## src/sv/epd_pkg.sv

```systemverilog
package epd_pkg;

    // Payload buffer sizing
    localparam int PAYLOAD_MAX = 64;
    localparam int IDX_W       = $clog2(PAYLOAD_MAX);
    localparam int CNT_W       = $clog2(PAYLOAD_MAX + 1);
    localparam int RAM_DEPTH   = 2 * PAYLOAD_MAX;
    localparam int RAM_AW      = $clog2(RAM_DEPTH);
    localparam int LEN_W       = 7;

    // Checksum seed and the value of an empty checksum
    localparam logic [7:0]  SUM_SEED  = 8'hFF;
    localparam logic [15:0] SUM_EMPTY = {SUM_SEED, SUM_SEED};

    // Result kinds
    localparam logic [1:0] KIND_DATA  = 2'd0;
    localparam logic [1:0] KIND_EMPTY = 2'd1;
    localparam logic [1:0] KIND_ERR   = 2'd2;

    // Error codes
    localparam logic [1:0] ERR_LEN = 2'd0;
    localparam logic [1:0] ERR_HDR = 2'd1;
    localparam logic [1:0] ERR_ESC = 2'd2;
    localparam logic [1:0] ERR_SUM = 2'd3;

    // Configuration register indexes
    localparam logic REG_HEADER = 1'b0;
    localparam logic REG_ESCAPE = 1'b1;

    // Command from the parser to the output sequencer
    typedef struct packed {
        logic [1:0]       kind;
        logic [1:0]       code;
        logic [7:0]       topic;
        logic [LEN_W-1:0] len;
        logic             bank;
    } t_cmd;

    typedef struct packed {
        logic valid;
        t_cmd cmd;
    } t_push;

    // Payload buffer write port
    typedef struct packed {
        logic              we;
        logic [RAM_AW-1:0] addr;
        logic [7:0]        data;
    } t_ram_wr;

    // Output sequencer status: a payload burst has fully drained
    typedef struct packed {
        logic done;
        logic bank;
    } t_bk_stat;

endpackage

```

## src/sv/escaped_packet_deframer_rx_unit.sv

```systemverilog
// Channel   | Handshake                     | Payload
// ----------+-------------------------------+-------------------------------------------
// rx bytes  | s_axis_tvalid / s_axis_tready | s_axis_tdata[7:0] rx_byte
// results   | m_axis_tvalid / m_axis_tready | tuser kind, tdata fields, tlast last
// config    | i_cfg_valid / o_cfg_ready     | i_cfg_addr register index, i_cfg_data value
//
// The parser takes one rx byte per cycle while it has queue room; it stalls only when
// the payload bank it must fill is still draining (two banks alternate per good payload packet).
// Each payload byte is fetched in a load state (the buffer's registered read) and held in the
// output register until taken, so the next byte is not fetched before then. A result passes
// through the command queue and the output register; a payload byte also through the load state.
// Reset is synchronous, active low; no clearing pass is needed. Config is always ready.
module escaped_packet_deframer_rx_unit import epd_pkg::*; (
    input  logic        i_clk,
    input  logic        i_rst_n,
    input  logic        i_cfg_valid,
    output logic        o_cfg_ready,
    input  logic        i_cfg_addr,
    input  logic [7:0]  i_cfg_data,
    input  logic        s_axis_tvalid,
    output logic        s_axis_tready,
    input  logic [7:0]  s_axis_tdata,   // [7:0] rx_byte
    output logic        m_axis_tvalid,
    input  logic        m_axis_tready,
    // [1:0] error_code, [9:2] topic, [16:10] packet_length, [24:17] payload_byte, rest 0
    output logic [31:0] m_axis_tdata,
    output logic [1:0]  m_axis_tuser,   // [1:0] kind
    output logic        m_axis_tlast
);

    t_push             push;
    t_ram_wr           wr;
    t_bk_stat          bk;
    t_cmd              q_head;
    logic              q_full;
    logic              q_valid;
    logic              q_pop;
    logic [1:0]        busy;
    logic [RAM_AW-1:0] raddr;
    logic [7:0]        rdata;
    logic [1:0]        out_code;
    logic [7:0]        out_topic;
    logic [LEN_W-1:0]  out_len;
    logic [7:0]        out_byte;

    epd_front u_front (
        .i_clk         (i_clk),
        .i_rst_n       (i_rst_n),
        .i_cfg_valid   (i_cfg_valid),
        .o_cfg_ready   (o_cfg_ready),
        .i_cfg_addr    (i_cfg_addr),
        .i_cfg_data    (i_cfg_data),
        .s_axis_tvalid (s_axis_tvalid),
        .s_axis_tready (s_axis_tready),
        .s_axis_tdata  (s_axis_tdata),
        .i_q_full      (q_full),
        .i_bk          (bk),
        .o_push        (push),
        .o_wr          (wr),
        .o_busy        (busy)
    );

    epd_ram #(
        .WIDTH (8),
        .DEPTH (RAM_DEPTH)
    ) u_ram (
        .i_clk   (i_clk),
        .i_we    (wr.we),
        .i_waddr (wr.addr),
        .i_wdata (wr.data),
        .i_raddr (raddr),
        .o_rdata (rdata)
    );

    epd_cmdq u_cmdq (
        .i_clk   (i_clk),
        .i_rst_n (i_rst_n),
        .i_push  (push),
        .i_pop   (q_pop),
        .o_full  (q_full),
        .o_valid (q_valid),
        .o_head  (q_head)
    );

    epd_back u_back (
        .i_clk    (i_clk),
        .i_rst_n  (i_rst_n),
        .i_q_valid(q_valid),
        .i_q_head (q_head),
        .o_q_pop  (q_pop),
        .o_raddr  (raddr),
        .i_rdata  (rdata),
        .o_valid  (m_axis_tvalid),
        .i_ready  (m_axis_tready),
        .o_kind   (m_axis_tuser),
        .o_code   (out_code),
        .o_topic  (out_topic),
        .o_len    (out_len),
        .o_byte   (out_byte),
        .o_last   (m_axis_tlast),
        .o_bk     (bk)
    );

    assign m_axis_tdata = {7'd0, out_byte, out_len, out_topic, out_code};

    // A command is only produced when the queue has room
    a_push_room: assert property (@(posedge i_clk) disable iff (!i_rst_n)
        push.valid |-> !q_full)
        else $error("command produced with queue full");

    // A drained burst always frees a bank that was marked busy
    a_free_busy: assert property (@(posedge i_clk) disable iff (!i_rst_n)
        bk.done |-> busy[bk.bank])
        else $error("burst completion on an idle bank");

    // Payload is never written into a bank that is still draining
    a_no_clobber: assert property (@(posedge i_clk) disable iff (!i_rst_n)
        wr.we |-> !busy[wr.addr[RAM_AW-1]])
        else $error("payload write into a draining bank");

    // Error results are single items with zero topic and length
    a_err_item: assert property (@(posedge i_clk) disable iff (!i_rst_n)
        (m_axis_tvalid && m_axis_tuser == KIND_ERR) |->
            (m_axis_tlast && out_topic == 8'd0 && out_len == '0))
        else $error("malformed error result");

endmodule

```

## src/sv/epd_ram.sv

```systemverilog
module epd_ram #(
    parameter int WIDTH = 8,
    parameter int DEPTH = 128
) (
    input  logic                     i_clk,
    input  logic                     i_we,
    input  logic [$clog2(DEPTH)-1:0] i_waddr,
    input  logic [WIDTH-1:0]         i_wdata,
    input  logic [$clog2(DEPTH)-1:0] i_raddr,
    output logic [WIDTH-1:0]         o_rdata
);

    logic [WIDTH-1:0] r_mem [DEPTH];
    logic [WIDTH-1:0] r_rdata;

    always_ff @(posedge i_clk) begin
        if (i_we) begin
            r_mem[i_waddr] <= i_wdata;
        end
        r_rdata <= r_mem[i_raddr];
    end

    assign o_rdata = r_rdata;

endmodule

```

## src/sv/epd_front.sv

```systemverilog
module epd_front import epd_pkg::*; (
    input  logic       i_clk,
    input  logic       i_rst_n,
    input  logic       i_cfg_valid,
    output logic       o_cfg_ready,
    input  logic       i_cfg_addr,
    input  logic [7:0] i_cfg_data,
    input  logic       s_axis_tvalid,
    output logic       s_axis_tready,
    input  logic [7:0] s_axis_tdata,
    input  logic       i_q_full,
    input  t_bk_stat   i_bk,
    output t_push      o_push,
    output t_ram_wr    o_wr,
    output logic [1:0] o_busy
);

    typedef enum logic [2:0] {
        PH_WAIT  = 3'd0,
        PH_CHK   = 3'd1,
        PH_TOPIC = 3'd2,
        PH_LEN   = 3'd3,
        PH_DATA  = 3'd4,
        PH_ESC   = 3'd5
    } t_phase;

    t_phase           r_phase, n_phase;
    logic [CNT_W-1:0] r_count, n_count;
    logic [15:0]      r_exp, n_exp;
    logic [7:0]       r_topic, n_topic;
    logic [15:0]      r_len, n_len;
    logic [7:0]       r_sum_a, n_sum_a;
    logic [7:0]       r_sum_b, n_sum_b;
    logic             r_wbank, n_wbank;
    logic [1:0]       r_busy, n_busy;
    logic [7:0]       r_hdr, r_esc;

    logic             accept;
    logic             storing;
    logic             do_store;
    logic [7:0]       b;
    logic [7:0]       sum_a_upd;
    logic [7:0]       sum_b_upd;
    logic [CNT_W-1:0] cnt_inc;
    logic [15:0]      len_word;

    assign b         = s_axis_tdata;
    assign storing   = (r_phase == PH_DATA) || (r_phase == PH_ESC);
    // Hold off while the bank being filled is still draining, or no queue room
    assign s_axis_tready = !i_q_full && !(storing && r_busy[r_wbank]);
    assign accept    = s_axis_tvalid && s_axis_tready;
    assign sum_a_upd = r_sum_a + b;
    assign sum_b_upd = r_sum_b + sum_a_upd;
    assign cnt_inc   = r_count + CNT_W'(1);
    assign len_word  = {r_len[7:0], b};
    assign o_cfg_ready = 1'b1;
    assign o_busy    = r_busy;

    // Parser next state
    always_comb begin
        n_phase  = r_phase;
        n_count  = r_count;
        n_exp    = r_exp;
        n_topic  = r_topic;
        n_len    = r_len;
        n_sum_a  = r_sum_a;
        n_sum_b  = r_sum_b;
        n_wbank  = r_wbank;
        n_busy   = r_busy;
        do_store = 1'b0;
        o_push   = '0;
        o_wr     = '0;

        if (i_bk.done) begin
            n_busy[i_bk.bank] = 1'b0;
        end

        if (accept) begin
            unique case (r_phase)
                PH_CHK: begin
                    n_exp = {r_exp[7:0], b};
                    if (r_count >= CNT_W'(1)) begin
                        n_phase = PH_TOPIC;
                        n_count = '0;
                    end else begin
                        n_count = cnt_inc;
                    end
                end
                PH_TOPIC: begin
                    n_topic = b;
                    n_len   = '0;
                    n_count = '0;
                    n_phase = PH_LEN;
                end
                PH_LEN: begin
                    n_len = len_word;
                    if (r_count < CNT_W'(1)) begin
                        n_count = cnt_inc;
                    end else begin
                        n_count = '0;
                        n_sum_a = SUM_SEED;
                        n_sum_b = SUM_SEED;
                        if (len_word > 16'(PAYLOAD_MAX)) begin
                            n_phase         = PH_WAIT;
                            o_push.valid    = 1'b1;
                            o_push.cmd.kind = KIND_ERR;
                            o_push.cmd.code = ERR_LEN;
                        end else if (len_word == 16'd0) begin
                            // Empty packet: checksum stays at its seed
                            n_phase      = PH_WAIT;
                            o_push.valid = 1'b1;
                            if (r_exp != SUM_EMPTY) begin
                                o_push.cmd.kind = KIND_ERR;
                                o_push.cmd.code = ERR_SUM;
                            end else begin
                                o_push.cmd.kind  = KIND_EMPTY;
                                o_push.cmd.topic = r_topic;
                            end
                        end else begin
                            n_phase = PH_DATA;
                        end
                    end
                end
                PH_DATA: begin
                    if (b == r_esc) begin
                        n_phase = PH_ESC;
                    end else if (b == r_hdr) begin
                        // Bare header restarts the packet
                        n_phase         = PH_CHK;
                        n_exp           = '0;
                        n_count         = '0;
                        o_push.valid    = 1'b1;
                        o_push.cmd.kind = KIND_ERR;
                        o_push.cmd.code = ERR_HDR;
                    end else begin
                        do_store = 1'b1;
                    end
                end
                PH_ESC: begin
                    if (b == r_hdr || b == r_esc) begin
                        do_store = 1'b1;
                    end else begin
                        n_phase         = PH_WAIT;
                        o_push.valid    = 1'b1;
                        o_push.cmd.kind = KIND_ERR;
                        o_push.cmd.code = ERR_ESC;
                    end
                end
                default: begin
                    if (b == r_hdr) begin
                        n_phase = PH_CHK;
                        n_exp   = '0;
                        n_count = '0;
                    end else begin
                        n_phase = PH_WAIT;
                    end
                end
            endcase
        end

        // Store a payload byte, update the checksum, check for completion
        if (do_store) begin
            o_wr.we   = 1'b1;
            o_wr.addr = {r_wbank, r_count[IDX_W-1:0]};
            o_wr.data = b;
            n_count   = cnt_inc;
            n_sum_a   = sum_a_upd;
            n_sum_b   = sum_b_upd;
            if (16'(cnt_inc) >= r_len) begin
                n_phase      = PH_WAIT;
                o_push.valid = 1'b1;
                if ({sum_b_upd, sum_a_upd} != r_exp) begin
                    o_push.cmd.kind = KIND_ERR;
                    o_push.cmd.code = ERR_SUM;
                end else begin
                    o_push.cmd.kind  = KIND_DATA;
                    o_push.cmd.topic = r_topic;
                    o_push.cmd.len   = r_len[LEN_W-1:0];
                    o_push.cmd.bank  = r_wbank;
                    n_wbank          = !r_wbank;
                    n_busy[r_wbank]  = 1'b1;
                end
            end else begin
                n_phase = PH_DATA;
            end
        end
    end

    // Parser state and configuration registers
    always_ff @(posedge i_clk) begin
        if (!i_rst_n) begin
            r_phase <= PH_WAIT;
            r_count <= '0;
            r_exp   <= '0;
            r_topic <= '0;
            r_len   <= '0;
            r_sum_a <= SUM_SEED;
            r_sum_b <= SUM_SEED;
            r_wbank <= 1'b0;
            r_busy  <= '0;
            r_hdr   <= 8'd126;
            r_esc   <= 8'd125;
        end else begin
            r_phase <= n_phase;
            r_count <= n_count;
            r_exp   <= n_exp;
            r_topic <= n_topic;
            r_len   <= n_len;
            r_sum_a <= n_sum_a;
            r_sum_b <= n_sum_b;
            r_wbank <= n_wbank;
            r_busy  <= n_busy;
            if (i_cfg_valid && i_cfg_addr == REG_HEADER) begin
                r_hdr <= i_cfg_data;
            end
            if (i_cfg_valid && i_cfg_addr == REG_ESCAPE) begin
                r_esc <= i_cfg_data;
            end
        end
    end

endmodule

```

## src/sv/epd_cmdq.sv

```systemverilog
module epd_cmdq import epd_pkg::*; (
    input  logic  i_clk,
    input  logic  i_rst_n,
    input  t_push i_push,
    input  logic  i_pop,
    output logic  o_full,
    output logic  o_valid,
    output t_cmd  o_head
);

    t_cmd       r_ent [2];
    logic       r_wptr;
    logic       r_rptr;
    logic [1:0] r_cnt;
    logic       push;
    logic       pop;

    assign o_full  = (r_cnt == 2'd2);
    assign o_valid = (r_cnt != 2'd0);
    assign o_head  = r_ent[r_rptr];
    assign push    = i_push.valid && !o_full;
    assign pop     = i_pop && o_valid;

    // Two-entry command queue
    always_ff @(posedge i_clk) begin
        if (push) begin
            r_ent[r_wptr] <= i_push.cmd;
        end
        if (!i_rst_n) begin
            r_wptr <= 1'b0;
            r_rptr <= 1'b0;
            r_cnt  <= '0;
        end else begin
            if (push) begin
                r_wptr <= !r_wptr;
            end
            if (pop) begin
                r_rptr <= !r_rptr;
            end
            r_cnt <= r_cnt + 2'(push) - 2'(pop);
        end
    end

endmodule

```

## src/sv/epd_back.sv

```systemverilog
module epd_back import epd_pkg::*; (
    input  logic              i_clk,
    input  logic              i_rst_n,
    input  logic              i_q_valid,
    input  t_cmd              i_q_head,
    output logic              o_q_pop,
    output logic [RAM_AW-1:0] o_raddr,
    input  logic [7:0]        i_rdata,
    output logic              o_valid,
    input  logic              i_ready,
    output logic [1:0]        o_kind,
    output logic [1:0]        o_code,
    output logic [7:0]        o_topic,
    output logic [LEN_W-1:0]  o_len,
    output logic [7:0]        o_byte,
    output logic              o_last,
    output t_bk_stat          o_bk
);

    typedef enum logic [1:0] {
        BK_IDLE = 2'd0,
        BK_LOAD = 2'd1,
        BK_OUT  = 2'd2
    } t_bk_state;

    t_bk_state        r_state;
    t_cmd             r_cmd;
    logic [IDX_W-1:0] r_idx;
    logic             r_valid;
    logic [1:0]       r_kind;
    logic [1:0]       r_code;
    logic [7:0]       r_topic;
    logic [LEN_W-1:0] r_len;
    logic [7:0]       r_byte;
    logic             r_last;
    logic [IDX_W-1:0] idx_inc;
    logic             taken;

    assign idx_inc = r_idx + IDX_W'(1);
    assign taken   = r_valid && i_ready;
    assign o_q_pop = (r_state == BK_IDLE) && i_q_valid;

    // Read address is driven ahead of the data, which the buffer returns registered
    always_comb begin
        unique case (r_state)
            BK_IDLE: o_raddr = {i_q_head.bank, IDX_W'(0)};
            BK_OUT:  o_raddr = {r_cmd.bank, idx_inc};
            default: o_raddr = {r_cmd.bank, r_idx};
        endcase
    end

    assign o_bk.done = (r_state == BK_OUT) && taken && r_last && (r_kind == KIND_DATA);
    assign o_bk.bank = r_cmd.bank;

    // Sequencer and output register
    always_ff @(posedge i_clk) begin
        if (!i_rst_n) begin
            r_state <= BK_IDLE;
            r_valid <= 1'b0;
        end else begin
            unique case (r_state)
                BK_IDLE: begin
                    if (i_q_valid) begin
                        r_cmd <= i_q_head;
                        r_idx <= '0;
                        if (i_q_head.kind == KIND_DATA) begin
                            r_state <= BK_LOAD;
                        end else begin
                            r_kind  <= i_q_head.kind;
                            r_code  <= i_q_head.code;
                            r_topic <= i_q_head.topic;
                            r_len   <= i_q_head.len;
                            r_byte  <= '0;
                            r_last  <= 1'b1;
                            r_valid <= 1'b1;
                            r_state <= BK_OUT;
                        end
                    end
                end
                BK_LOAD: begin
                    r_kind  <= KIND_DATA;
                    r_code  <= '0;
                    r_topic <= r_cmd.topic;
                    r_len   <= r_cmd.len;
                    r_byte  <= i_rdata;
                    // Count in length width so a full 64-byte burst ends
                    r_last  <= ((LEN_W'(r_idx) + LEN_W'(1)) == r_cmd.len);
                    r_valid <= 1'b1;
                    r_state <= BK_OUT;
                end
                BK_OUT: begin
                    if (taken) begin
                        r_valid <= 1'b0;
                        if (r_kind == KIND_DATA && !r_last) begin
                            r_idx   <= idx_inc;
                            r_state <= BK_LOAD;
                        end else begin
                            r_state <= BK_IDLE;
                        end
                    end
                end
                default: begin
                    r_state <= BK_IDLE;
                end
            endcase
        end
    end

    assign o_valid = r_valid;
    assign o_kind  = r_kind;
    assign o_code  = r_code;
    assign o_topic = r_topic;
    assign o_len   = r_len;
    assign o_byte  = r_byte;
    assign o_last  = r_last;

endmodule

```

## config.mk

```make
export PLATFORM = sky130hd
export DESIGN_NAME = escaped_packet_deframer_rx_unit
export DESIGN_NICKNAME = d
export VERILOG_FILES = /design/src/sv/epd_pkg.sv /design/src/sv/escaped_packet_deframer_rx_unit.sv /design/src/sv/epd_ram.sv /design/src/sv/epd_front.sv /design/src/sv/epd_cmdq.sv /design/src/sv/epd_back.sv
export SDC_FILE = /design/constraint.sdc
export NUM_CORES = 1
export LEC_CHECK = 0
export BUFFER_PORTS_ARGS = -buffer_cell sky130_fd_sc_hd__buf_2
export CELL_PAD_IN_SITES_DETAIL_PLACEMENT = 0
export CELL_PAD_IN_SITES_GLOBAL_PLACEMENT = 1
export CORE_ASPECT_RATIO = 1.75
export CORE_MARGIN = 8
export CORE_UTILIZATION = 34
export CTS_BUF_LIST = sky130_fd_sc_hd__clkbuf_4 sky130_fd_sc_hd__clkbuf_8
export DETAILED_ROUTE_END_ITERATION = 10
export PLACE_DENSITY_LB_ADDON = 0.05
export SLEW_MARGIN = 40
export SYNTH_ARGS = -nofsm -noshare
export SYNTH_HDL_FRONTEND = slang
export SYNTH_SLANG_ARGS = --single-unit
```

## constraint.sdc

```tcl
create_clock -name i_clk -period 6.1 [get_ports i_clk]
set_clock_uncertainty 0.2 [all_clocks]
set_input_delay 0.61 -clock i_clk [delete_from_list [all_inputs] [get_ports i_clk]]
set_output_delay 0.61 -clock i_clk [all_outputs]
set_load 0.03 [all_outputs]
```

### Word-level counts from Yosys, hierarchy flattened

Memory sizes are Yosys's and may differ from the RTL's. A register that Yosys moved wholly into a read port is not among the register bits.
Cells that the tools add are included.

* register bits: 142
* bits in writable memories: 1064
* input port bits: 22
* output and inout bits: 38
* word-level logic and storage cells: 219
* memories kept: 2

Memory list
* u_ram.r_mem: depth 128, bits a word 8, read ports 1, clocked after Yosys merged registers in 1, write ports 1, RTL line epd_ram.sv:13 `logic [WIDTH-1:0] r_mem [DEPTH];`
* u_cmdq.r_ent: depth 2, bits a word 20, read ports 1, clocked after Yosys merged registers in 1, write ports 1, RTL line epd_cmdq.sv:11 `t_cmd r_ent [2];`

* add/subtract/negate cells: 7
* magnitude comparators: 8
* equality and inequality tests: 25
* multiplexer cells: 98
* bitwise logic cells: 6
* reduce and logical (&&, ||, !) cells: 47

Operator list (number)
* two-way mux 8 bit: 12
* two-way mux 16 bit: 4
* two-way mux 7 bit: 8
* one-hot mux 16 bit (3 select lines): 1
* two-way mux 21 bit: 2
* two-way mux 13 bit: 3
* one-hot mux 7 bit (5 select lines): 1
* one-hot mux 16 bit (2 select lines): 1
* one-hot mux 8 bit (2 select lines): 2
* two-way mux 2 bit: 15
* two-way mux 3 bit: 10
* one-hot mux 7 bit (2 select lines): 2
* two-way mux 5 bit: 4
* two-way mux 1 bit: 19
* two-way mux 6 bit: 3
* adder 8 bit: 2
* == test 8 bit: 2
* greater-or-equal comparator 7 x 16 -> 1 bit: 1
* greater-than comparator 16 x 7 -> 1 bit, second input constant: 1
* logical NOT 16 bit: 1
* inequality test 16 bit: 1
* inequality test 16 bit, second input constant: 1
* logical AND 1 bit: 15
* one-hot mux 3 bit (5 select lines): 1
* 41 further kinds: 79

### Logic depth before layout (Yosys ltp)

Gate-level depths: netlist of the first run.

* depth in word-level cells: 13
* gate-level depth with buffers: 18
* gate-level depth less buffers: 17

### Modules after synthesis

A second synthesis of the first run with hierarchy kept.

* cell total of the unflattened synthesis: 2541
* area, all modules: 48890.6 µm²

Modules (own cells, without submodules)
* epd_ram: times used 1, cells each 1635, area an instance 39665.5 µm², sequential area each 30909.6 µm²
* epd_front: times used 1, cells each 663, area an instance 5201.2 µm², sequential area each 1701.6 µm²
* epd_back: times used 1, cells each 145, area an instance 2253.4 µm², sequential area each 1561.5 µm²
* epd_cmdq: times used 1, cells each 90, area an instance 1714.1 µm², sequential area each 1301.2 µm²
* escaped_packet_deframer_rx_unit: times used 1, cells each 8, area an instance 56.3 µm², sequential area each 0.0 µm²

### Worst setup path before layout of the first run

Ideal clock, no wire load.

* kind: register to register
* start: register u_front.r_wbank
* end: memory u_ram.r_mem[0][2], data pin
* setup time: 534 ps
* data arrival time: 3953 ps
* data required time: 5366 ps
* path slack: 1413 ps
* stages on the path, launching flop included: 7
* path buffers: 1
* period minus slack after synthesis: 4687 ps
* path through: dfxtp_1 > mux2_2 > a22oi_1 > nand2_1 > a211oi_2 > clkbuf_1 > and2_1

RTL lines
* start: declaration: RTL line epd_front.sv:34 `logic r_wbank, n_wbank;`
* start signal: assignment: RTL line epd_front.sv:211 `r_wbank <= n_wbank;`
* end: declaration: RTL line epd_ram.sv:13

### Final worst setup path of the first run

* start: input s_axis_tdata[0]
* end: register u_front.r_busy[0], in the netlist u_front.o_busy[0]

* longest elaborated chain between the ends: 6
* elaborated cells between the ends (all ways): 14
* classes of those cells: 2 x add/sub; 3 x eq/ne; 8 x mux; 1 x reduce/logical

Ends and longest elaborated chain
* start: declaration: RTL line escaped_packet_deframer_rx_unit.sv:22 `input logic [7:0] s_axis_tdata,`
* adder 8 bit, or another cell as far along: RTL line epd_front.sv:52 `assign sum_a_upd = r_sum_a + b;`
* adder 8 bit, or another cell as far along: RTL line epd_front.sv:53 `assign sum_b_upd = r_sum_b + sum_a_upd;`
* inequality test 16 bit, or another cell as far along: RTL line epd_front.sv:172 `if ({sum_b_upd, sum_a_upd} != r_exp) begin`
* two-way mux 2 bit / one-hot mux 1 bit (2 select lines) (equally long branches): RTL line epd_front.sv:172, epd_front.sv:79
* two-way mux 2 bit / two-way mux 1 bit (equally long branches): RTL line epd_front.sv:169, epd_front.sv:78
* two-way mux 2 bit *: RTL line epd_front.sv:162 `if (do_store) begin`
* end signal: assignment: RTL line epd_front.sv:212 `r_busy <= n_busy;`
* end: declaration: RTL line epd_front.sv:35 `logic [1:0] r_busy, n_busy;`

Every way passes the cells marked *; elsewhere a longest branch is shown, timed or not.
A chain may end at the register's enable or synchronous reset.

==> flow_summary.yaml, run 1 <==
outcome:
  status: "finished clean"
sta:
  slew_viol_final: 0
  layout_min_cycle_time_ps: 4950
  finalHoldViolCount: 0
  layout_setup_ws_ps: 1150
  hold_slack_ps: 211
  worstMarginPinSlew_ps: 839
  timing.final.crit_share_pct: 81.2
  rsz0062_at_grt: "no"
  max_freq_mhz: 202
  setup_viol: 0
  timing.setup.tns_ps: 0
  max-slew-margin-rel_pct: 43.8
worst_setup_path:
  critical_path_class: "in2reg"
  reg2reg_to: "u_front.o_busy[0]$_SDFF_PN0_"
  crit_path_start_kind: "input pin"
  r2r_slack_ps: 1270
  cp.arrival_ps: 5560
  reg2reg_depth: 15
  worstPathRequired_ps: 6710
  critPathMaxFanout: 11
  timing.rr.start: "u_front.r_sum_a[0]$_SDFFE_PN1P_"
  end_kind: "flop"
finish:
  layout.nets: 3793
  layout-drive-gt1-share_pct: 17.1
  areaGrowthSynthToFinish_pct: 14.8
  fillers: 13899
  regArea_um2: 35500
  multi_input_area_um2: 13400
  final_cell_area_um2: 57200
  utilization_pct: 39.1
floorplanning:
  ios: 60
  rows: 186
  core_area_um2: 146000
  die_h_um: 522
  start_util_pct: 34.1
  chipWidth_um: 305
  die_area_um2: 159000
placement:
  dp_hpwl_um: 112000
  placed_cell_area_um2: 53000
  pre_cts_ws_ps: 761
  numPortBuffers: 51
  globalplace.congestion: 0.855
min_path:
  hold_depth: 4
  min_to: "u_front.r_phase[2]$_SDFFE_PN0P_"
  hold_path_startpoint: "s_axis_tvalid"
  hold_path_class: "in2reg"
route:
  drc: 0
  drtPass1Iterations: 7
  vias: 31004
  ant_nets: 0
  wl_um: 169000
  wl_per_cell_um: 29.2
  dr.first_iter.drc_count: 2232
  viasPerCell: 5.36
global_route:
  grt.overflow.total: 0
  grt_start_max_net_pins: 101
  grt_pass1_vias: 32943
  grt_pass1_wl_um: 240000
  grt_usage_pct: 20.8
  antenna_found_initial: 8
clock_tree:
  worstSkewPairLatency_ps: 880
  clk_path_buf_depth: 3
  root_buffer: "clkbuf_8"
  worst_setup_hold_path_clk_slew_ps: 70
  h-tree-depth: 4
  post_cts_resized: 0
  cts_tree: "built"
  hold_buffers: 30
  numCtsBuffers: 184
  cts_setup_buffers: 0
  cts_sinks: 1215
power:
  p_per_area_nw_per_um2: 361
  irDropWorstVdd_uv: 196
  leakagePower_nw: 17.4
synth:
  async_flop_share_pct: 0
  ys.flop_type: "edfxtp_1"
  ys.warnings.count: 0
  ys_ff_latch: 1215
  ys_types: 81
  syn_area_um2: 49800
  yosys-top-cells-area: "edfxtp_1, nand2_1, dfxtp_1"
  synthCells: 3570
  synth_edf_count: 1114
  synth.most_common_cell: "edfxtp_1"
  ys_seq_area_share_pct: 71.2
  netlist_top_cells_count: "edfxtp_1, nand2_1, nor2_1"
  synth.avg_cell_area_um2: 13.9
  synth_top_cell_area_share_pct: 67.2
  synth.largest_area_cell: "edfxtp_1"
run:
  maxCapViolCount: 0
==> logic make-up (layout without fill, tap and decap cells) <==
group	after synthesis	count (layout)	synth area share [%]
and+or+nand+nor	1276	1276	11.4
DFF	1215	1215	71.2
AOI/OAI and AO/OA	552	552	7.78
buffers and inverters	269	588	2.29
muxes	167	167	5.31
xor gates and xnor gates	60	60	1.16
adders and majority gates	29	29	0.759
other	2	14	0.0151
==> worst max-delay path by stage <==
stage	from	endpoint	slack, ps	cells after the start
finish	s_axis_tdata[0]	u_front.o_busy[0]$_SDFF_PN0_	1150	17
global route	s_axis_tdata[0]	u_front.o_busy[0]$_SDFF_PN0_	860	20
CTS	s_axis_tdata[0]	u_front.r_wbank$_SDFFE_PN0P_	1220	17
detailed placement	s_axis_tdata[0]	u_front.o_busy[0]$_SDFF_PN0_	760	16
global placement	u_back.r_state[0]$_SDFFE_PN0P_	u_ram.o_rdata[7]$_DFF_P_	460	9
floorplan	u_front.r_wbank$_SDFFE_PN0P_	u_ram.r_mem[0][2]$_DFFE_PP_	1410	6
==> area by class of cell <==
class / instances / area share (%)
antenna: 6 / 0.0263
clock buffer: 256 / 5.48
clock inverter: 83 / 1.12
inverter: 27 / 0.177
multi-input combinational: 2092 / 23.5
sequential: 1215 / 62.1
tap: 1880 / 4.11
timing repair buffer: 222 / 3.51
==> worst max-delay path: stages <==
cell and delay [ps]:
dlygate4sd3_1 530, buf_2 150, ha_1 220, fa_1 410
a211oi_1 430, nor2_1 140, xor2_1 340, ha_1 350
a21oi_1 150, o21ai_0 250, a221o_1 360, a21oi_1 300
xnor3_1 310, nor3_2 200, buf_4 260, or3b_1 390
a21oi_1 140
==> power breakdown <==
part / switching [mW] / internal [mW] / leakage, nW
clock: 3.30 / 3.69 / 1.97
combinational: 3.05 / 1.38 / 6.63
sequential: 0.121 / 9.12 / 8.79
==> cells in the final DEF (no fill, tap or decap), types with 26 or more instances in the layout <==
master,n
a211oi_1,91
a21oi_1,87
a22oi_1,37
a311oi_1,44
a31oi_1,68
a32oi_1,28
and3_1,101
buf_12,28
buf_2,51
buf_4,109
clkbuf_4,62
clkbuf_8,194
clkinv_1,37
dfxtp_1,98
dlygate4sd3_1,30
edfxtp_1,1114
ha_1,27
inv_1,26
mux2i_1,74
mux4_2,76
nand2_1,568
nand3_1,186
nand4_1,28
nor2_1,243
o21ai_0,58
xnor2_1,34
==> per-layer routing <==
| layer | global-route usage, % | vias to the layer above | part of all wire [%] |
|---|---|---|---|
| li1 | - | 13967 | - |
| met4 | 9.12 | 0 | 4.8 |
| met5 | 0 | - | 0 |
| met3 | 3.02 | 293 | 3.5 |
| met1 | 22.0 | 15942 | 36 |
| met2 | 40.4 | 802 | 55 |
==> through the flow <==
| step | total power, mW | cells |
|---|---|---|
| 6_report | 20.7 | 5781 |
| 5_1_grt | 21.5 | 5781 |
| 4_1_cts | 21.0 | 5774 |
| 3_5_place_dp | 13.9 | 5405 |
| 3_3_place_gp | 13.9 | 5399 |
| 2_1_floorplan | 11.9 | 3576 |
==> flip-flops by register name, summed over array words and instances (netlist names), 15 cells and up, named ones only <==
name	cells
u_ram.r_mem	1024
u_cmdq.r_ent	40
u_front.r_exp	16
u_front.r_len	16
u_back.r_cmd	15
(Power assumes the default switching activity.)
==> inputs of run 2 (changes only) <==
clock period = 4.8 ns   (was 6.1 ns; I/O delays follow)
==> flow_summary.yaml, run 2 (synthesis results as in run 1) <==
outcome:
  status: "finished clean"
sta:
  slew_viol_final: 0
  worstMarginPinSlew_ps: 822
  layout_setup_ws_ps: 162
  timing.final.crit_share_pct: 96.6
  rsz0062_at_grt: "no"
  hold_slack_ps: 183
  max-slew-margin-rel_pct: 44.8
  finalHoldViolCount: 0
  layout_min_cycle_time_ps: 4640
  max_freq_mhz: 216
  setup_viol: 0
placement:
  globalplace.congestion: 0.850
  numPortBuffers: 51
  placed_cell_area_um2: 54500
  dp_hpwl_um: 111000
  pre_cts_ws_ps: -315
worst_setup_path:
  reg2reg_depth: 14
  critPathTopFamily: "simple AND/OR/NAND/NOR gates"
  cp_slowest_cell: "or4_4"
  critPathMaxFanout: 7
  worstPathRequired_ps: 5330
  slowest_delay_ps: 590
  path_cells: "ha_1 > fa_1 > inv_1 > fa_1 > xor2_1 > nand4_1 > a2111o_1 > or4_1 > or4_4 > nor3_4 > buf_4 > buf_12 > buf_4 > and3_1"
  cp.arrival_ps: 5170
  end_kind: "flop"
  crit_cells: 14
  critical_path_class: "reg2reg"
  crit_path_start_kind: "flop"
  worst-path-buf-inv: 4
route:
  drtPass1Iterations: 5
  viasPerCell: 5.27
  drc: 0
  wl_um: 165000
  vias: 31525
  wl_per_cell_um: 27.5
  ant_nets: 0
  dr.first_iter.drc_count: 2221
floorplanning:
  die_area_um2: 159000
  rows: 186
  chipWidth_um: 305
  start_util_pct: 34.1
  die_h_um: 522
  ios: 60
  core_area_um2: 146000
global_route:
  antenna_found_initial: 5
  grt_usage_pct: 20.3
  grt.overflow.total: 0
  grt_pass1_wl_um: 237000
  grt_pass1_vias: 33187
  grt_start_max_net_pins: 129
clock_tree:
  h-tree-depth: 4
  cts_sinks: 1215
  root_buffer: "clkbuf_8"
  cts_setup_buffers: 0
  worstSkewPairLatency_ps: 900
  worst_setup_hold_path_clk_slew_ps: 70
  clk_path_buf_depth: 3
  numCtsBuffers: 182
  cts_tree: "built"
power:
  p_per_area_nw_per_um2: 444
  irDropWorstVdd_uv: 257
  leakagePower_nw: 18.4
min_path:
  hold_path_class: "in2reg"
  hold_depth: 4
finish:
  areaGrowthSynthToFinish_pct: 17.7
  most-common-layout-cells: "edfxtp_1, nand2_1, buf_4"
  top_register: "u_ram.r_mem"
  utilization_pct: 40.1
  final_common_cell: "edfxtp_1"
  layout-drive-gt1-share_pct: 20.3
  largest_register_ffs: 1024
  layout.nets: 4005
  final_cell_area_um2: 58600
  largestRegisters: "u_ram.r_mem x1024, u_cmdq.r_ent x40"
run:
  maxCapViolCount: 0
## run 2: cell count changes in the layout (fill, tap and decap cells not counted), moves of 3 or more
cell and delta:
diode_2 -5, clkbuf_8 -9, clkbuf_4 -8, nor2_1 +14, nor2_2 -14, dfxtp_2 -3
dfxtp_1 +3, buf_4 +200, buf_12 +4, buf_8 -3, clkinv_2 +9, dlygate4sd3_1 +12
clkinvlp_4 -5, clkinv_1 +5
## run 2: final timing paths
check                                   from                       endpoint  slack, ps
max          u_front.r_sum_a[0]$_SDFFE_PN1P_   u_cmdq.r_ent[1][3]$_DFFE_PP_        160
min reg2reg    u_front.r_hdr[0]$_SDFFE_PN0P_  u_front.r_hdr[0]$_SDFFE_PN0P_        270
max reg2reg  u_front.r_sum_a[0]$_SDFFE_PN1P_   u_cmdq.r_ent[1][3]$_DFFE_PP_        160
min                            i_cfg_data[6]  u_front.r_esc[6]$_SDFFE_PN1P_        180
## run 2: area by class of cell
class                      instances  area [um2]
fill                           13745       87500
sequential                      1215       35500
antenna                            1        2.50
multi-input combinational       2092       13400
tap                             1880        2350
inverter                          27         101
timing repair buffer             436        3670
clock buffer                     239        2950
clock inverter                    91         642
## run 2: where the power goes
group	switching, mW	internal [mW]
logic	3.82	1.94
registers	0.113	11.6
clock network	4.16	4.41
## run 2: metrics by stage
stage,setup TNS (ps),instances,power [mW]
after floorplan,0,3576,15.2
after global placement,-14060,5606,17.7
after detailed placement,-8400,5608,17.8
after CTS,0,5980,26.5
after global routing,0,5981,27.1
final,0,5981,26.0
## run 2: what timing repair did
| item | 4_1_cts | 5_1_grt |
|---|---|---|
| pin swaps | 0 | 1 |
| setup endpoints to repair | 1 | 41 |
| gates resized for setup | 1 | 10 |
| endpoints found under the hold margin | 92 | 0 |
| gates cloned | 0 | 0 |
| hold buffers | 42 | 0 |
## run 2: worst min-delay path: cells and delay by family
family        cells  cell delay [ps]
simple gates      2              130
buf+inv           2              640
## run 2: per-layer routing
metal / track usage (%) / vias to the layer above / part of all wire [%]
li1: - / 14382 / -
met1: 22.1 / 16147 / 37
met2: 39.5 / 728 / 56
met3: 2.78 / 268 / 3.3
met4: 7.81 / 0 / 4.0
met5: 0 / - / 0
==> inputs of run 3 (changes only) <==
ABC_AREA = 1   (was not set)
==> flow_summary.yaml, run 3 <==
sta:
  hold_slack_ps: 170
  setup_viol: 0
  max-slew-margin-rel_pct: 38.9
  slew_viol_final: 0
  timing.final.crit_share_pct: 80.5
  worstMarginPinSlew_ps: 917
  finalHoldViolCount: 0
  layout_min_cycle_time_ps: 3860
  max_freq_mhz: 259
  rsz0062_at_grt: "no"
worst_setup_path:
  reg2reg_to: "u_cmdq.r_ent[1][13]$_DFFE_PP_"
  end_kind: "flop"
  critical_path_class: "reg2reg"
  r2r_slack_ps: 940
  worst-path-buf-inv: 3
  cp_slowest_cell: "fa_1"
  crit_path_start: "u_front.r_sum_a[0]$_SDFFE_PN1P_"
  cp.arrival_ps: 4370
  cpMostUsedCell: "nand2_1"
  critPathTopFamily: "simple AND/OR/NAND/NOR gates"
  worstPathRequired_ps: 5310
  crit_path_start_kind: "flop"
  timing.rr.start: "u_front.r_sum_a[0]$_SDFFE_PN1P_"
  crit_cells: 19
  slowest_delay_ps: 480
  reg2reg_depth: 19
  critPathMaxFanout: 15
  crit_end: "u_cmdq.r_ent[1][13]$_DFFE_PP_"
  path_cells: "ha_1 > fa_1 > xor2_1 > ha_1 > nand2_1 > nand2_1 > nand2_1 > nand2_1 > inv_1 > nand3_1 > nor2_1 > nand2_1 > nor2_1 > nand4_1 > nor2_1 > buf_4 > nand3_2 > buf_12 > a21oi_1"
global_route:
  grt_pass1_vias: 35199
  grt_start_max_net_pins: 129
  antenna_found_initial: 1
  grt.overflow.total: 0
  grt_usage_pct: 20.0
  grt_pass1_wl_um: 241000
synth:
  synth.most_common_cell: "edfxtp_1"
  synth_top_cell_area_share_pct: 65.2
  yosys-top-cells-area: "edfxtp_1, o21ai_0, nand2_1"
  syn_area_um2: 51300
  synth.largest_area_cell: "edfxtp_1"
  synthCells: 4468
  ys.warnings.count: 0
  netlist_top_cells_count: "edfxtp_1, nand2_1, o21ai_0"
  ys_ff_latch: 1215
  ys_seq_area_share_pct: 69.1
  async_flop_share_pct: 0
  ys.flop_type: "edfxtp_1"
  synth_edf_count: 1114
  ys_types: 48
  synth.avg_cell_area_um2: 11.5
route:
  wl_um: 165000
  drc: 0
  routed.top_layer: "met4"
  routed-wl-met3_um: 4760
  viasPerCell: 4.96
  wl_per_cell_um: 24.3
  ant_nets: 0
  dr.first_iter.drc_count: 1782
  drtPass1Iterations: 5
  vias: 33829
  wl_met2_um: 91100
  met1_length_um: 64300
finish:
  final_cell_area_um2: 58900
  areaGrowthSynthToFinish_pct: 14.8
  fin_cells: 6821
  layout.nets: 4739
  top_register: "u_ram.r_mem"
  final_common_cell: "edfxtp_1"
  largest_register_ffs: 1024
  most-common-layout-cells: "edfxtp_1, nand2_1, o21ai_0"
  largestRegisters: "u_ram.r_mem x1024, u_cmdq.r_ent x40"
  layout-drive-gt1-share_pct: 13.6
clock_tree:
  cts_sinks: 1215
  root_buffer: "clkbuf_8"
  post_cts_resized: 0
  worstSkewPairLatency_ps: 890
  cts_setup_buffers: 0
  worst_setup_hold_path_clk_slew_ps: 60
  cts_tree: "built"
  h-tree-depth: 4
  numCtsBuffers: 186
  clk_path_buf_depth: 3
power:
  pwr-share-seq_pct: 55.9
  p_clk_share_pct: 42.9
  irDropWorstVdd_uv: 224
  internal-power_mw: 16.0
  netSwitchingPower_mw: 4.38
  p_sw_share_pct: 21.5
  p_per_area_nw_per_um2: 346
  power.share.combinational_pct: 1.2
  total_power_mw: 20.4
  leakagePower_nw: 18.6
placement:
  numPortBuffers: 51
  globalplace.congestion: 0.784
  dp_hpwl_um: 105000
  dp.cells: 6464
  placed_cell_area_um2: 54900
min_path:
  hold_path_class: "in2reg"
floorplanning:
  core_area_um2: 150000
  rows: 188
  start_util_pct: 34.2
  ios: 60
  die_area_um2: 164000
  die_h_um: 530
  chipWidth_um: 310
outcome:
  status: "finished clean"
run:
  maxCapViolCount: 0
## run 3: changes by cell type after synthesis, moves of 68 or more
cell      before  now
nor2_1       260  450
o21ai_1        1   99
o21ai_0       60  509
a211oi_1      91   12
nand2_1      572  644
mux4_2        76    0
and3_1       101    0
o211ai_1       6  158
nand3_1      187  298
buf_2         56  124
mux2i_1       74    2
inv_1         27  324
## run 3: what timing repair did
action                                  in CTS  in global routing
hold endpoints to repair                   109                  0
hold buffers                                31                  0
endpoints found under the setup margin       0                  0
## run 3: logic make-up (layout without fill, tap and decap cells)
kind of cell / Yosys count / in the layout / share of synthesized area [%]
adders and majority gates: 29 / 29 / 0.737
DFF: 1215 / 1215 / 69.1
muxes: 2 / 2 / 0.0390
buffers and inverters: 612 / 963 / 5.21
and+or+nand+nor: 1517 / 1517 / 12.4
xor gates and xnor gates: 36 / 36 / 0.641
AOI/OAI and AO/OA: 1055 / 1055 / 11.8
other: 2 / 9 / 0.0146
## run 3: layout make-up
class,count,area (um2)
repair buffers,300,2630
flip-flops and latches,1215,35500
inverters,338,1280
clock inverters,78,618
diodes,1,2.50
multi-input cells,2647,13300
fillers,14687,90900
well taps,1995,2500
clock buffers,247,3060
## run 3: worst register-to-register path, delay by kind of cell, from the launching register on
kind	cells	cell delay, ps
adders and majority gates	3	1080
xor gates and xnor gates	1	360
AOI/OAI and AO/OA	1	190
DFF	1	330
buffers and inverters	3	410
and+or+nand+nor	11	1130
## run 3: power groups by stage
stage / clock [mW] / sequential, mW / combinational (mW)
finish: 8.75 / 11.4 / 0.251
detailed placement: 0 / 11.6 / 0.235
global route: 9.42 / 11.4 / 0.281
floorplan: 0 / 11.6 / 0.166
global placement: 0 / 11.6 / 0.236
CTS: 9.06 / 11.4 / 0.254
## run 3: how the worst min path moves through the flow
stage / depth (start not counted) / to / from / slack (ps)
CTS: 4 / u_front.r_hdr[3]$_SDFFE_PN1P_ / i_cfg_data[3] / 50
floorplan: 1 / flop / u_cmdq.r_rptr$_SDFFE_PN0P_ / 230
global placement: 1 / u_cmdq.r_rptr$_SDFFE_PN0P_ / u_cmdq.r_rptr$_SDFFE_PN0P_ / 240
global route: 4 / u_front.r_hdr[3]$_SDFFE_PN1P_ / i_cfg_data[3] / 110
detailed placement: 1 / u_cmdq.r_rptr$_SDFFE_PN0P_ / u_cmdq.r_rptr$_SDFFE_PN0P_ / 250
finish: 4 / u_front.r_hdr[3]$_SDFFE_PN1P_ / i_cfg_data[3] / 170
## run 3: stage by stage
step / setup WS [ps] / utilization, % / TNS [ps]
floorplan: -746 / - / -763620
global placement: 600 / 36.6 / 0
detailed placement: 611 / 36.6 / 0
CTS: 870 / 39.3 / 0
global route: 638 / 39.3 / 0
finish: 938 / 39.3 / 0
## run 3: routing by layer
metal,GRT usage [%],up-vias
li1,-,16244
met4,6.67,0
met1,22.2,16787
met2,38.5,562
met3,2.72,236
met5,0,-
